File: src/rtl/tkst_pkg.sv
// Shared types, constants and codes of the top-K size tracker.
`timescale 1ns / 1ps
package tkst_pkg;

  localparam int unsigned TOP_DEPTH  = 16;
  localparam int unsigned LIST_COUNT = 6;
  localparam int unsigned LIST_WORDS = LIST_COUNT * TOP_DEPTH;
  localparam int unsigned SLOT_W     = $clog2(TOP_DEPTH);
  localparam int unsigned ADDR_W     = $clog2(LIST_WORDS);

  localparam logic [4:0] LIM_MAX     = 5'(TOP_DEPTH);
  localparam logic [4:0] NO_POS      = 5'd16;
  localparam logic [4:0] LIMIT_RESET = 5'd10;

  localparam logic [1:0] MODE_RECORD = 2'd0;
  localparam logic [1:0] MODE_SLOT   = 2'd1;
  localparam logic [1:0] MODE_TOTALS = 2'd2;
  localparam logic [1:0] MODE_NONE   = 2'd3;

  localparam logic [1:0] KIND_COMMIT = 2'd0;
  localparam logic [1:0] KIND_TREE   = 2'd1;
  localparam logic [1:0] KIND_BLOB   = 2'd2;
  localparam logic [1:0] KIND_TAG    = 2'd3;

  localparam logic [1:0] RANK_COUNT    = 2'd0;
  localparam logic [1:0] RANK_DISK     = 2'd1;
  localparam logic [1:0] RANK_INFLATED = 2'd2;
  localparam logic [1:0] RANK_NONE     = 2'd3;

  typedef struct packed {
    logic [1:0]  mode;
    logic [1:0]  kind;
    logic [23:0] path_id;
    logic [31:0] found_count;
    logic [31:0] missing_count;
    logic [47:0] disk_bytes;
    logic [47:0] inflated_bytes;
    logic [1:0]  ranking;
    logic [3:0]  slot_index;
  } in_t;

  typedef struct packed {
    logic        entry_valid;
    logic [23:0] entry_path;
    logic [31:0] entry_count;
    logic [47:0] entry_disk;
    logic [47:0] entry_inflated;
    logic [31:0] total_missing;
    logic [31:0] total_reached;
    logic [4:0]  pos_by_count;
    logic [4:0]  pos_by_disk;
    logic [4:0]  pos_by_inflated;
  } out_t;

  typedef struct packed {
    logic [23:0] path;
    logic [31:0] count;
    logic [47:0] disk;
    logic [47:0] inflated;
  } entry_t;

  typedef struct packed {
    logic        we;
    logic [ADDR_W-1:0] waddr;
    entry_t      wdata;
    logic        re;
    logic [ADDR_W-1:0] raddr;
  } ram_ctl_t;

endpackage

File: src/rtl/tkst_sat_add.sv
// Shared saturating adder used for every per-type total.
`timescale 1ns / 1ps
module tkst_sat_add import tkst_pkg::*; (
  input  logic [63:0] a,
  input  logic [63:0] b,
  input  logic        wide,
  output logic [63:0] y
);

  logic [64:0] sum;
  logic        sat;

  assign sum = {1'b0, a} + {1'b0, b};
  // narrow totals saturate at the 32-bit maximum
  assign sat = sum[64] | (~wide & (|sum[63:32]));
  assign y   = sat ? (wide ? {64{1'b1}} : {32'd0, {32{1'b1}}}) : sum[63:0];

endmodule

File: config.mk
export PLATFORM = sky130hd
export DESIGN_NAME = tkst_sat_add
export DESIGN_NICKNAME = d
export VERILOG_FILES = /design/src/rtl/tkst_pkg.sv /design/src/rtl/tkst_sat_add.sv
export SDC_FILE = /design/constraint.sdc
export NUM_CORES = 1
export LEC_CHECK = 0
export BUFFER_PORTS_ARGS = -buffer_cell sky130_fd_sc_hd__buf_2
export CAP_MARGIN = 0
export CORE_ASPECT_RATIO = 0.9
export CORE_MARGIN = 4
export CORE_UTILIZATION = 48
export DETAILED_ROUTE_END_ITERATION = 16
export GPL_TIMING_DRIVEN = 1
export PLACE_DENSITY = 0.81
export SYNTH_ARGS = -nofsm -noshare
export SYNTH_HDL_FRONTEND = slang
export SYNTH_SLANG_ARGS = --single-unit
export TNS_END_PERCENT = 100
File: constraint.sdc
create_clock -name vclk -period 3.1
set_input_delay 0.155 -clock vclk [all_inputs]
set_output_delay 0.155 -clock vclk [all_outputs]
set_load 0.01 [all_outputs]
==> flow_summary.json, run 1 <==
{
  "yosysWarnings": 0,
  "ioPinCount": 193,
  "run_status": "did not finish",
  "globalplace.congestion": 1.08,
  "detailedPlace.worstSlack_ns": -0.807,
  "endpoint_type": "primary output",
  "grt_max_degree": 34,
  "synthTopCellsByArea": "sky130_fd_sc_hd__ha_1 (16%), sky130_fd_sc_hd__a21oi_1 (9.9%), sky130_fd_sc_hd__o21ai_0 (8.5%), sky130_fd_sc_hd__nand2_1 (6.6%), sky130_fd_sc_hd__xnor2_1 (5.1%)",
  "synthDistinctLibCells": 67,
  "last-stage-reached": "global routing (5_1_grt)",
  "grt_remaining_overflow": 39,
  "placement.io_buffers": 193,
  "synth.cell_area_um2": 5150,
  "chipHeight_um": 106,
  "synth_area_per_cell_um2": 6.46,
  "syn_nets": 992,
  "synthCells": 798,
  "post-synth-top-area-cell": "sky130_fd_sc_hd__ha_1",
  "stop_error": "[ERROR GRT-0232] Routing congestion too high. Check the congestion heatmap in the GUI.",
  "dp_hpwl_um": 22100,
  "grt.total_usage_pct": 83.0,
  "grt_worst_setup_endpoint": "y[27]",
  "synth.top_cell.area_share_pct": 15.5,
  "dieWidth_um": 117,
  "floorplan.rows": 35,
  "synth_sequential_area_ratio_pct": 0,
  "start_util_pct": 49.6
}
[cell usage after synthesis (13+ instances only)]
cell,number
sky130_fd_sc_hd__xor2_1,19
sky130_fd_sc_hd__clkbuf_1,23
sky130_fd_sc_hd__o22a_1,13
sky130_fd_sc_hd__o211ai_1,13
sky130_fd_sc_hd__ha_1,64
sky130_fd_sc_hd__nand4_1,37
sky130_fd_sc_hd__a21o_1,25
sky130_fd_sc_hd__nand2_1,91
sky130_fd_sc_hd__nand3_1,14
sky130_fd_sc_hd__o21ai_0,87
sky130_fd_sc_hd__a21oi_1,102
sky130_fd_sc_hd__xnor2_1,30
sky130_fd_sc_hd__buf_2,19
sky130_fd_sc_hd__nor3_1,20
sky130_fd_sc_hd__nor2_1,63
[metal layers]
layer / overflow / track usage, %
met1: 5 / 81.8
met2: 6 / 91.5
met3: 1 / 80.0
met4: 27 / 78.3
met5: 0 / 54.7
[what timing repair did]
action                                  in CTS
setup buffers                                9
pin swaps                                   29
hold buffers                                 0
endpoints found under the setup margin      64
endpoints found under the hold margin        0
resized for setup                           70
cloned                                       4
[kinds of logic after synthesis]
kind of cell             Yosys count  share of synthesized area (%)
XOR/XNOR                          49                           8.33
multiplexers                       2                          0.413
AO/OA/AOI/OAI                    339                           43.2
buffers and inverters             59                           5.12
adder cells (fa/ha/maj)           65                           15.9
AND/OR/NAND/NOR                  284                           27.1
[metrics by stage]
stage	cell area (um^2)	hold WS, ns	setup TNS, ns	cells
after global placement	8570	0.722	-41.41	1391
after detailed placement	8570	0.734	-44.72	1391
after floorplan	5250	0.539	-5.79	798
after CTS	9040	0.702	-41.70	1404
==> run 2, diff against run 1 <==
--- a/config.mk
+++ b/config.mk
@@ -7,12 +7,11 @@
 export LEC_CHECK = 0
 export BUFFER_PORTS_ARGS = -buffer_cell sky130_fd_sc_hd__buf_2
 export CAP_MARGIN = 0
-export CORE_ASPECT_RATIO = 0.9
 export CORE_MARGIN = 4
-export CORE_UTILIZATION = 48
+export CORE_UTILIZATION = 35
 export DETAILED_ROUTE_END_ITERATION = 16
 export GPL_TIMING_DRIVEN = 1
-export PLACE_DENSITY = 0.81
+export PLACE_DENSITY_LB_ADDON = 0.15
 export SYNTH_ARGS = -nofsm -noshare
 export SYNTH_HDL_FRONTEND = slang
 export SYNTH_SLANG_ARGS = --single-unit
==> constraint.sdc (replaced) <==
create_clock -name vclk -period 4
set_input_delay 0.2 -clock vclk [all_inputs]
set_output_delay 0.2 -clock vclk [all_outputs]
set_load 0.01 [all_outputs]
==> run 2 against run 1 <==
Net effect: the flow now finishes without violations; area after synthesis stayed put; synthesized cell count stayed put.
==> flow_summary.json, run 2 <==
{
  "run_status": "completed",
  "dp_hpwl_um": 19300,
  "multiInputGateArea_um2": 5340,
  "grt.total_usage_pct": 24.8,
  "finalWorstSetupSlack_ns": 0.0463,
  "start_util_pct": 35.6,
  "layout_worst_path_cycle_share_pct": 98.8,
  "seq_cell_count": 0,
  "path_max_fanout": 5,
  "ioPinCount": 193,
  "dr.pass1.iters": 5,
  "period_minus_slack_ns": 3.95,
  "power_density_nw_per_um2": 183,
  "first_pass_grt_wire_length_um": 34300,
  "power.clock.fraction_pct": 0,
  "timing_hold_violations_final": 0,
  "dieWidth_um": 129,
  "ir_worst_vdd_v": 0.0000757,
  "yosysWarnings": 0,
  "synth_area_per_cell_um2": 6.46,
  "cellInternalPower_mw": 0.647,
  "place_inst": 1257,
  "syn_nets": 992,
  "min_delay_worst_endpoint": "y[0]",
  "final-seq-area_um2": 0,
  "detailedPlace.worstSlack_ns": -0.229,
  "syn_to_final_growth_pct": 53.0,
  "timing.hold.worst_path_depth": 4,
  "final_cells": 1281,
  "slew_headroom_pct": 55.7,
  "maxClockFrequency_ghz": 0.253,
  "grt_max_degree": 34,
  "final_common_cell": "sky130_fd_sc_hd__buf_2",
  "hold_path.class": "in -> out",
  "power.leakage_nw": 3.53,
  "synth.cell_area_um2": 5150,
  "required_ns": 3.80,
  "critPathArrivalTime_ns": 3.75,
  "critical_path.endpoint_type": "output pin",
  "synthTopCellsByArea": "sky130_fd_sc_hd__ha_1 (16%), sky130_fd_sc_hd__a21oi_1 (9.9%), sky130_fd_sc_hd__o21ai_0 (8.5%), sky130_fd_sc_hd__nand2_1 (6.6%), sky130_fd_sc_hd__xnor2_1 (5.1%)",
  "routed_wirelength_um": 23200,
  "p_switching_mw": 0.799,
  "synth_common_cells": "sky130_fd_sc_hd__a21oi_1 (102), sky130_fd_sc_hd__nand2_1 (91), sky130_fd_sc_hd__o21ai_0 (87)",
  "synthDistinctLibCells": 67,
  "drv_cap": 0,
  "sw_frac_of_total_pct": 55.2,
  "grt_remaining_overflow": 0,
  "drc_errors": 0,
  "design_area_um2": 7880,
  "critical_path_class": "in -> out",
  "rsz0062_at_grt": "yes",
  "seqPwrFrac_pct": 0,
  "tns_ns": 0,
  "combPwrFrac_pct": 100.0,
  "num-nets-final": 1293,
  "number_of_antenna_violations_at_the_first_check_in_global_routing": 0,
  "die_area_um2": 16700,
  "first_global_vias": 6758,
  "cts_hold_buf": 0,
  "setup_viol_count_final": 0,
  "synth.top_cell.area_share_pct": 15.5,
  "initial_detailed_routing_violation_count": 534,
  "placement.io_buffers": 193,
  "tightestPinTransition_ns": 0.664,
  "floorplan.core_area_um2": 14500,
  "final_core_utilization_pct": 54.4,
  "wl_per_cell_um": 18.1,
  "synthCells": 798,
  "route.vias.total": 7393,
  "total_power_mw": 1.45,
  "clock_buffers": 0,
  "num_antenna_cells": 0,
  "drt.antenna.violating_nets": 0,
  "yosys.cell_count.top_type": "sky130_fd_sc_hd__a21oi_1",
  "chipHeight_um": 129,
  "final_layout_size_suffix_gt1_share_pct": 40.8,
  "filler_cell_count": 1511,
  "globalplace.congestion": 0.978,
  "synth_sequential_area_ratio_pct": 0,
  "floorplan.rows": 44,
  "post-synth-top-area-cell": "sky130_fd_sc_hd__ha_1",
  "startpoint_type": "input pin",
  "holdCritStartpoint": "a[0]",
  "finalHoldWorstSlack_ns": 0.799,
  "placed_standard_cell_area_um2": 7130,
  "finalMaxSlewViolations": 0,
  "most-common-layout-cells": "sky130_fd_sc_hd__buf_2 (191), sky130_fd_sc_hd__buf_4 (140), sky130_fd_sc_hd__nand2_1 (88)",
  "vias_per_cell": 5.77
}
==> run 2: cell counts after synthesis <==
No cell type changed its count.
==> run 2: how the worst max path moves through the flow <==
stage                      from     to  slack (ns)  cells past startpoint
after global placement     a[0]  y[27]       -0.25                     16
final                     a[42]  y[31]        0.05                     17
after floorplan            a[0]  y[43]        0.37                     14
after CTS                 a[22]   y[5]       0.005                     16
after detailed placement   a[0]  y[25]       -0.23                     16
after global routing      a[12]   y[1]       -0.07                     20
==> run 2: metal layers <==
| metal | routed length [um] | track usage, % |
|---|---|---|
| met5 | 0 | 0 |
| met4 | 190 | 2.72 |
| met3 | 1660 | 1.48 |
| met2 | 10600 | 40.7 |
| met1 | 10800 | 36.9 |
==> run 2: power by group through the flow <==
| stage | clock network, mW | logic (mW) | registers, mW |
|---|---|---|---|
| final | 0 | 1.45 | 0 |
| after floorplan | 0 | 0.743 | 0 |
| after global placement | 0 | 1.31 | 0 |
| after detailed placement | 0 | 1.31 | 0 |
| after global routing | 0 | 1.56 | 0 |
| after CTS | 0 | 1.33 | 0 |
==> run 2: cell families (layout without fill, tap and decap cells) <==
kind of cell               after synthesis  count (layout)  share of synthesized area [%]
muxes                                    2               2                          0.413
adders and majority gates               65              65                           15.9
buffers and inverters                   59             358                           5.12
xor gates and xnor gates                49              49                           8.33
AOI/OAI and AO/OA                      339             339                           43.2
and+or+nand+nor                        284             284                           27.1
==> run 2: what timing repair did <==
| action | 4_1_cts | 5_1_grt |
|---|---|---|
| pin swaps | 8 | 36 |
| setup buffers | 3 | 16 |
| resized for setup | 13 | 109 |
| cloned | 1 | 4 |
| endpoints found under the setup margin | 60 | 60 |
| endpoints found under the hold margin | 0 | 0 |
==> run 2: area by class of cell <==
cell class / count / area share (%)
Multi-Input combinational cell: 739 / 67.7
Tap cell: 184 / 2.92
Inverter: 12 / 0.571
Timing Repair Buffer: 346 / 28.8
==> run 2: worst max-delay path: stages <==
cell and delay (ns):
sky130_fd_sc_hd__buf_2 0.10, sky130_fd_sc_hd__ha_1 0.33, sky130_fd_sc_hd__a21o_1 0.18, sky130_fd_sc_hd__o21bai_2 0.23, sky130_fd_sc_hd__a221oi_2 0.36, sky130_fd_sc_hd__o221ai_4 0.17, sky130_fd_sc_hd__or4_1 0.52, sky130_fd_sc_hd__a222oi_1 0.32
sky130_fd_sc_hd__nand4_1 0.14, sky130_fd_sc_hd__nor4_1 0.25, sky130_fd_sc_hd__nand4_1 0.17, sky130_fd_sc_hd__nor2_4 0.16, sky130_fd_sc_hd__buf_12 0.14, sky130_fd_sc_hd__buf_12 0.13, sky130_fd_sc_hd__buf_6 0.12, sky130_fd_sc_hd__o21ai_0 0.08
sky130_fd_sc_hd__buf_2 0.15
Note: power is estimated with default switching activity, not from simulation.
==> run 3, diff against run 2 <==
--- a/config.mk
+++ b/config.mk
@@ -7,7 +7,6 @@
 export LEC_CHECK = 0
 export BUFFER_PORTS_ARGS = -buffer_cell sky130_fd_sc_hd__buf_2
 export CAP_MARGIN = 0
-export CORE_MARGIN = 4
 export CORE_UTILIZATION = 35
 export DETAILED_ROUTE_END_ITERATION = 16
 export GPL_TIMING_DRIVEN = 1
==> constraint.sdc (replaced) <==
create_clock -name vclk -period 4
set_input_delay 0.8 -clock vclk [all_inputs]
set_output_delay 0.8 -clock vclk [all_outputs]
set_load 0.01 [all_outputs]
==> run 3 against run 2 <==
Net effect: the run now ends with setup timing left; count of clock-buffer cells in the layout unchanged; via count up 15%; final cell count up 18%; global-route usage up 8.1 points; die area down 9.1%; critical path depth unchanged; total power up 30%; maximum frequency down 23%; non-clock buffer count up 233; first-iteration DRC count up 21%; largest cell class unchanged; flip-flop and latch count unchanged; worst setup slack worse by 1.2 ns.
==> flow_summary.json, run 3 (synthesis results as in run 2) <==
{
  "drc_errors": 0,
  "holdCritStartpoint": "b[0]",
  "hold_path.class": "in -> out",
  "finalWorstSetupSlack_ns": -1.15,
  "number_of_antenna_violations_at_the_first_check_in_global_routing": 0,
  "final_cells": 1510,
  "critPathArrivalTime_ns": 4.35,
  "start_util_pct": 36.6,
  "final-seq-area_um2": 0,
  "route.vias.total": 8515,
  "chipHeight_um": 123,
  "die_area_um2": 15200,
  "period_minus_slack_ns": 5.15,
  "dieWidth_um": 123,
  "tightestPinTransition_ns": 0.484,
  "placement.io_buffers": 193,
  "timing.hold.worst_path_depth": 4,
  "critical_path.most_common_cell": "sky130_fd_sc_hd__buf_2",
  "num-nets-final": 1526,
  "dp_hpwl_um": 20700,
  "design_area_um2": 10200,
  "dr.pass1.iters": 5,
  "wl_per_cell_um": 17.6,
  "clock_buffers": 0,
  "cp_cell_sequence": "buf_2, ha_1, and3_1, a221oi_1, o211a_1, buf_4, nor4_4, o311a_1, o21ai_0, a211oi_2, a2111oi_2, nand4_1, nor2_4, buf_6, clkbuf_16, o21ai_1, buf_2",
  "most-common-layout-cells": "sky130_fd_sc_hd__buf_4 (353), sky130_fd_sc_hd__buf_2 (174), sky130_fd_sc_hd__nand2_1 (89)",
  "layout_worst_path_cycle_share_pct": 129,
  "startpoint_type": "input pin",
  "timing_hold_violations_final": 0,
  "logic_depth_of_the_worst_path_buffers_included": 17,
  "final_layout_size_suffix_gt1_share_pct": 53.8,
  "setup_viol_count_final": 64,
  "globalplace.congestion": 0.951,
  "grt.total_usage_pct": 32.9,
  "routed_wirelength_um": 26500,
  "min_delay_worst_endpoint": "y[0]",
  "run_status": "finished with violations",
  "path_delay_family": "compound AO/OA/AOI/OAI gates",
  "required_ns": 3.20,
  "floorplan.core_area_um2": 14100,
  "slew_headroom_pct": 67.6,
  "critical_path_class": "in -> out",
  "crit_path_max_incr_delay_ns": 0.39,
  "drv_cap": 0,
  "maxClockFrequency_ghz": 0.194,
  "rsz0062_at_grt": "yes",
  "grt_max_degree": 33,
  "seq_cell_count": 0,
  "critical_path.endpoint_type": "output pin",
  "placed_standard_cell_area_um2": 8760,
  "place_inst": 1457,
  "grt_remaining_overflow": 0,
  "failed_checks": "setup timing",
  "cpMaxStageDelayCell": "sky130_fd_sc_hd__a221oi_1",
  "initial_detailed_routing_violation_count": 644,
  "vias_per_cell": 5.64,
  "final_common_cell": "sky130_fd_sc_hd__buf_4",
  "power.leakage_nw": 4.79,
  "syn_to_final_growth_pct": 98.8,
  "first_pass_grt_wire_length_um": 39300,
  "path_max_fanout": 13,
  "drt.antenna.violating_nets": 0,
  "ioPinCount": 193,
  "worst-path-buf-inv": 5,
  "num_antenna_cells": 0,
  "final_core_utilization_pct": 72.7,
  "floorplan.rows": 43,
  "finalMaxSlewViolations": 0,
  "power_density_nw_per_um2": 183,
  "ir_worst_vdd_v": 0.000110,
  "first_global_vias": 7969
}
-- run 3: what timing repair did --
item | 4_1_cts | 5_1_grt
gates resized for setup | 121 | 68
setup endpoints to repair | 64 | 64
pin swaps | 31 | 22
gates cloned | 4 | 3
buffers inserted | 36 | 12
hold buffers | 0 | 0
-- run 3: per-layer routing --
layer,GRT usage [%],wire length [um]
met5,0,0
met4,7.38,716
met3,4.15,1800
met2,57.3,12500
met1,42.9,11500
-- run 3: power by group --
group	total (mW)	internal [mW]	switching, mW	leakage (nW)
clock network	0	0	0	0
logic	1.88	0.959	0.920	4.79
registers	0	0	0	0
-- run 3: area by class of cell --
type                            count  area [um^2]
Multi-Input combinational cell    739         5730
Fill cell                        1144         3850
Timing Repair Buffer              579         4240
Inverter                           12         45.0
Tap cell                          180          225
-- run 3: stage by stage --
step | power, mW | hold slack, ns | setup slack, ns | TNS [ns]
after floorplan | 0.769 | 1.83 | -0.512 | -29.19
after global placement | 1.57 | 2.04 | -1.23 | -74.80
after detailed placement | 1.57 | 2.04 | -1.25 | -75.54
after CTS | 1.75 | 2.00 | -0.951 | -56.83
after global routing | 2.01 | 2.02 | -1.27 | -74.42
final | 1.88 | 2.00 | -1.15 | -66.88
-- run 3: tightest hold or removal path, stage by stage --
cell	delay, ns
sky130_fd_sc_hd__buf_6	0.08
sky130_fd_sc_hd__ha_4	0.11
sky130_fd_sc_hd__o21bai_1	0.09
sky130_fd_sc_hd__buf_2	0.12
-- run 3: how the worst max path moves through the flow --
stage                      from    end
final                      a[2]  y[17]
after global routing      a[18]   y[5]
after floorplan            a[0]  y[59]
after CTS                  a[0]  y[20]
after global placement     a[2]  y[40]
after detailed placement   a[3]  y[54]
